**config.mk**
```make
export PLATFORM = sky130hd
export DESIGN_NAME = sdiv_stage
export DESIGN_NICKNAME = d
export VERILOG_FILES = /design/src/hw/rtl/sdiv_pkg.sv /design/src/hw/rtl/sdiv_stage.sv
export SDC_FILE = /design/constraint.sdc
export NUM_CORES = 1
export LEC_CHECK = 0
export BUFFER_PORTS_ARGS = -buffer_cell sky130_fd_sc_hd__buf_2
export CAP_MARGIN = 20
export CORE_UTILIZATION = 50
export DETAILED_ROUTE_END_ITERATION = 6
export GPL_TIMING_DRIVEN = 0
export PLACE_DENSITY_LB_ADDON = 0.12
export RECOVER_POWER = 50
export SLEW_MARGIN = 10
export SYNTH_ARGS = -nofsm -noshare
export SYNTH_HDL_FRONTEND = slang
export SYNTH_SLANG_ARGS = --single-unit
```
**constraint.sdc**
```tcl
create_clock -name clk -period 6.2 [get_ports clk]
set_clock_uncertainty 0.2 [all_clocks]
set_input_delay 0.62 -clock clk [delete_from_list [all_inputs] [get_ports clk]]
set_output_delay 0.62 -clock clk [all_outputs]
set_load 0.03 [all_outputs]
```
**src/hw/rtl/sdiv_pkg.sv**
```systemverilog
// Shared types and constants for the signed 32-bit pipelined divider.
`timescale 1ns / 1ps
`default_nettype none

package sdiv_pkg;

  localparam int DATA_WIDTH     = 32;
  localparam int BITS_PER_STAGE = 2;

  localparam logic [DATA_WIDTH-1:0] MAX_POS = {1'b0, {(DATA_WIDTH-1){1'b1}}};
  localparam logic [DATA_WIDTH-1:0] MIN_NEG = {1'b1, {(DATA_WIDTH-1){1'b0}}};
  localparam logic [DATA_WIDTH-1:0] MINUS_ONE = {DATA_WIDTH{1'b1}};

  typedef struct packed {
    logic signed [DATA_WIDTH-1:0] numerator;
    logic signed [DATA_WIDTH-1:0] denominator;
  } sdiv_in_t;

  typedef struct packed {
    logic signed [DATA_WIDTH-1:0] quotient;
    logic                         overflow;
    logic                         zero_divisor;
  } sdiv_out_t;

  // State of one item as it moves down the quotient pipeline
  typedef struct packed {
    logic [DATA_WIDTH-1:0] rem;   // partial remainder, below den whenever den is nonzero
    logic [DATA_WIDTH-1:0] num;   // dividend magnitude bits still to consume, msb first
    logic [DATA_WIDTH-1:0] den;   // divisor magnitude
    logic [DATA_WIDTH-1:0] quo;   // quotient bits so far, shifted in at the lsb
    logic                  neg;   // result is negative
    logic                  ovf;
    logic                  zdiv;
  } sdiv_work_t;

endpackage

`default_nettype wire

```
**src/hw/rtl/sdiv_stage.sv**
```systemverilog
// One register stage of the divider: STEPS restoring shift-and-subtract steps.
`timescale 1ns / 1ps
`default_nettype none

module sdiv_stage
  import sdiv_pkg::*;
#(
  parameter int STEPS = BITS_PER_STAGE
) (
  input  wire logic       clk,
  input  wire logic       rst,
  input  wire logic       advance,
  input  wire logic       prev_valid,
  input  wire sdiv_work_t prev_work,
  output logic            valid,
  output sdiv_work_t      work
);

  sdiv_work_t work_next;

  always_comb begin
    sdiv_work_t            w;
    logic [DATA_WIDTH:0]   partial;
    logic [DATA_WIDTH:0]   diff;
    logic                  qbit;
    w = prev_work;
    for (int s = 0; s < STEPS; s++) begin
      partial = {w.rem, w.num[DATA_WIDTH-1]};
      diff    = partial - {1'b0, w.den};
      qbit    = (partial >= {1'b0, w.den});
      w.rem   = qbit ? diff[DATA_WIDTH-1:0] : partial[DATA_WIDTH-1:0];
      w.num   = {w.num[DATA_WIDTH-2:0], 1'b0};
      w.quo   = {w.quo[DATA_WIDTH-2:0], qbit};
    end
    work_next = w;
  end

  always_ff @(posedge clk) begin
    if (rst) begin
      valid <= 1'b0;
    end else if (advance) begin
      valid <= prev_valid;
    end
  end

  always_ff @(posedge clk) begin
    if (advance) begin
      work <= work_next;
    end
  end

endmodule

`default_nettype wire

```
==> results.md <==
* Area of the multi-input gates at 3980 um^2
* Reg-to-reg startpoint: valid
* Synth warn at 0
* DRC at 0
* Die ar. at 16,700 um^2
* Maxcap violations at 2
* Most frequent cell after synthesis: edfxtp_1
* Seq/Total Area, Yosys at 48.1%
* Beginning of the worst hold path: rst
* Final-layout fill cell count at 1,332
* Mapped Area at 8100 um^2
* Layout area overhead at 28.0%
* Place WS at -882 ps
* Ys flop type: edfxtp_1
* Register area at 3890 um^2
* Setup CP Type: primary input to register
* Pre-antenna DRT Iters at 5
* Net Sw Frac at 34.8%
* Gate Count Post-Synth at a little over 700
* Slack of the critical path at 210 ps
* Slowest cell on crit path: a2111oi_0
* Critical Path Source: prev_work[44]
* Drt wl/cell at 16.5 um
* Final worst-path cycle share at a little over nine tenths
* Failing checks: max-capacitance violations, max-slew violations
* Leak Pwr at 0.00465 uW
* Reg2reg setup slack at 5390 ps
* Area share of the largest cell type after synthesis at 47.8%
* Tot Pwr at 3550 uW
* Required @ worst endpoint at 6160 ps
* # rows at 46
* Max stage delay on crit path at 430 ps
* Final Max Slew Viols at between 100 and 150
* VDD IR-drop max at 0.182 mV
* CTS tree: done
* Hold-fix buffers, CTS at 0
* Die H at between 100 and 150 um
* Crit-path max FO at 10
* CTS root buf: clkbuf_16
* Nets at 1,203
* First-pass GRT wire length at 30,500 um
* CP delay by family, top: compound AO/OA/AOI/OAI gates
* Yosys reg bits at 130
* Htree depth at 4
* Core Area at 15,800 um^2
* Final Critical Period at 5990 ps
* Gate power share at 39.2%
* Leading cell types by count after synthesis: edfxtp_1 (129), ha_1 (64), a21oi_1 (62)
* CTS Buf Count at 17
* Top cells by area, synth: edfxtp_1 (48%), ha_1 (9.9%), mux2_4 (5.0%)
* Status: finished, violations left
* Pint at around 2300 uW
* Vias at 6,536
* I/O pin total at 267
* Worst-case clock buffer depth at 2
* Synthesized area per cell at about 11 um^2
* Worst-margin pin slew at 2330 ps
* Type of the worst min-delay path: primary input to register
* Iteration-0 DRC Markers at 381
* Die width at 129 um
* Final setup fails at 0
* Post-DP HPWL at 15,700 um
* FFs w/ async S/R, synth at 0%
* Max Clock Freq at 167 MHz
* Layout cells sized above 1 at a little over a third
* Final ANT Viol Nets at 0
* Antenna violations before repair at 2
* Clk pwr share at between 20 and 30%
* Drt total wl at slightly above 20,000 um
* Startpoint types: primary input
* Leading area contributor after synthesis: edfxtp_1
* GRT Residual Overflow at 0
* Area after DPL at 9720 um^2
* CP Data Arrival Time at 5950 ps
* Worst setup EP type: register
* Gp weighted congestion at 0.883
* Vias in the first global route at 6,115
* Synth cell types at 63
* Part of the power in registers at 32.8%
* Tot GR Track Use at 24.2%
* IO Port Bufs at between 200 and 300
* Slew headroom at -55.5%
* WHS at 147 ps
* Post-route cell area at 10,400 um^2
* RSZ-0062 raised after global routing: no
* Pwr/cell area at 343 nW/um^2
* Largest net degree at the start of global routing at between 90 and 100
* CTS sink count at 130
* Initial Util at about half
* Core Util, Final at 65.5%
* Clock-pin slew on the worst setup and hold paths at 60 ps
* CP cell instances: buf_2 > inv_1 > ha_2 > nand3_1 > or3_1 > a31o_1 > a21boi_2 > o2111ai_2 > a31oi_4 > a31oi_4 > buf_4 > buf_4 > nand2_1 > o31ai_2 > ha_1 > a2111oi_0 > nand3b_1 > a31oi_2 > o21ai_2 > a21oi_2 > o21ai_1 > o21bai_4 > buf_8 > mux2_4
* Post-synth EDFFs at 129
* Crit path buf inv count at 5
* Hold Fails Final Rpt at 0
* Clk Latency, worst-skew pair at about 420 ps
* Vias/cell at 5.31
* Psw at 1240 uW
[final timing paths]
path / endpoint / cells past startpoint
worst min-delay path: valid / 2
worst max register to register: valid / 2
worst min register to register: valid / 2
worst max-delay path: work[107] / 24
[metrics by stage]
| step | instances | TNS (ps) |
|---|---|---|
| CTS | 1230 | 0 |
| global route | 1232 | 0 |
| finish | 1232 | 0 |
| detailed placement | 1198 | -27490 |
| global placement | 1197 | -27930 |
| floorplan | 719 | 0 |
[worst register-to-register path, stage by stage (launching register included)]
cell and delay (ps):
dfxtp_1 300, mux2i_1 120, nor2_1 70
[layout by cell type, fill, tap and decap left out, drive strengths merged, types with 9 or more instances in the layout]
cell,instances
buf,261
nand3,14
nand2,62
xnor2,34
xor2,17
edfxtp,129
o21ai,50
o21bai,9
nor3,11
mux2,41
nor2,27
a211oi,9
a21o,24
ha,64
clkbuf,38
inv,58
a21oi,62
[power by group through the flow]
stage / Clock (uW) / Combinational, uW / Sequential, uW
after global placement: 0 / 1340 / 1180
after floorplan: 0 / 756 / 1450
after CTS: 1020 / 1370 / 1160
final: 996 / 1390 / 1160
after global routing: 1050 / 1510 / 1180
after detailed placement: 0 / 1350 / 1180
[layout make-up]
class	instances	area share (%)
Multi-Input combinational cell	518	38.4
Sequential cell	130	37.5
Timing Repair Buffer	266	12.8
Clock buffer	18	4.14
Tap cell	216	2.61
Inverter	54	1.95
Clock inverter	14	1.50
Buffer	15	1.07
Antenna cell	1	0.0241
[sequential cells by signal, indices dropped and copies added, names as in the netlist]
signal	cells
valid	1
work	129
[metal layers]
metal | up-vias | global-route usage, % | share of wire, %
met1 | 3003 | 29.3 | 42
met2 | 240 | 41.5 | 48
li1 | 3265 | - | -
met4 | 2 | 9.20 | 1.8
met5 | - | 0 | 0.064
met3 | 26 | 5.90 | 7.7
[cell families (layout without fill, tap and decap cells)]
family | count (synthesis) | count (layout) | synth area share (%)
buffers and inverters | 71 | 367 | 3.72
XOR/XNOR | 51 | 51 | 5.52
other | 1 | 3 | 0.0463
multiplexers | 43 | 43 | 7.20
adder cells (fa/ha/maj) | 66 | 66 | 10.4
flip-flops | 130 | 130 | 48.1
AND/OR/NAND/NOR | 157 | 157 | 9.16
AO/OA/AOI/OAI | 199 | 199 | 15.9
[repair_timing]
item / in CTS / in global routing
pin swaps: 0 / 2
endpoints found under the setup margin: 33 / 33
setup buffers: 0 / 3
hold endpoints to repair: 0 / 0
gates resized for setup: 7 / 24
No activity file was read; power rests on OpenSTA's default activity.
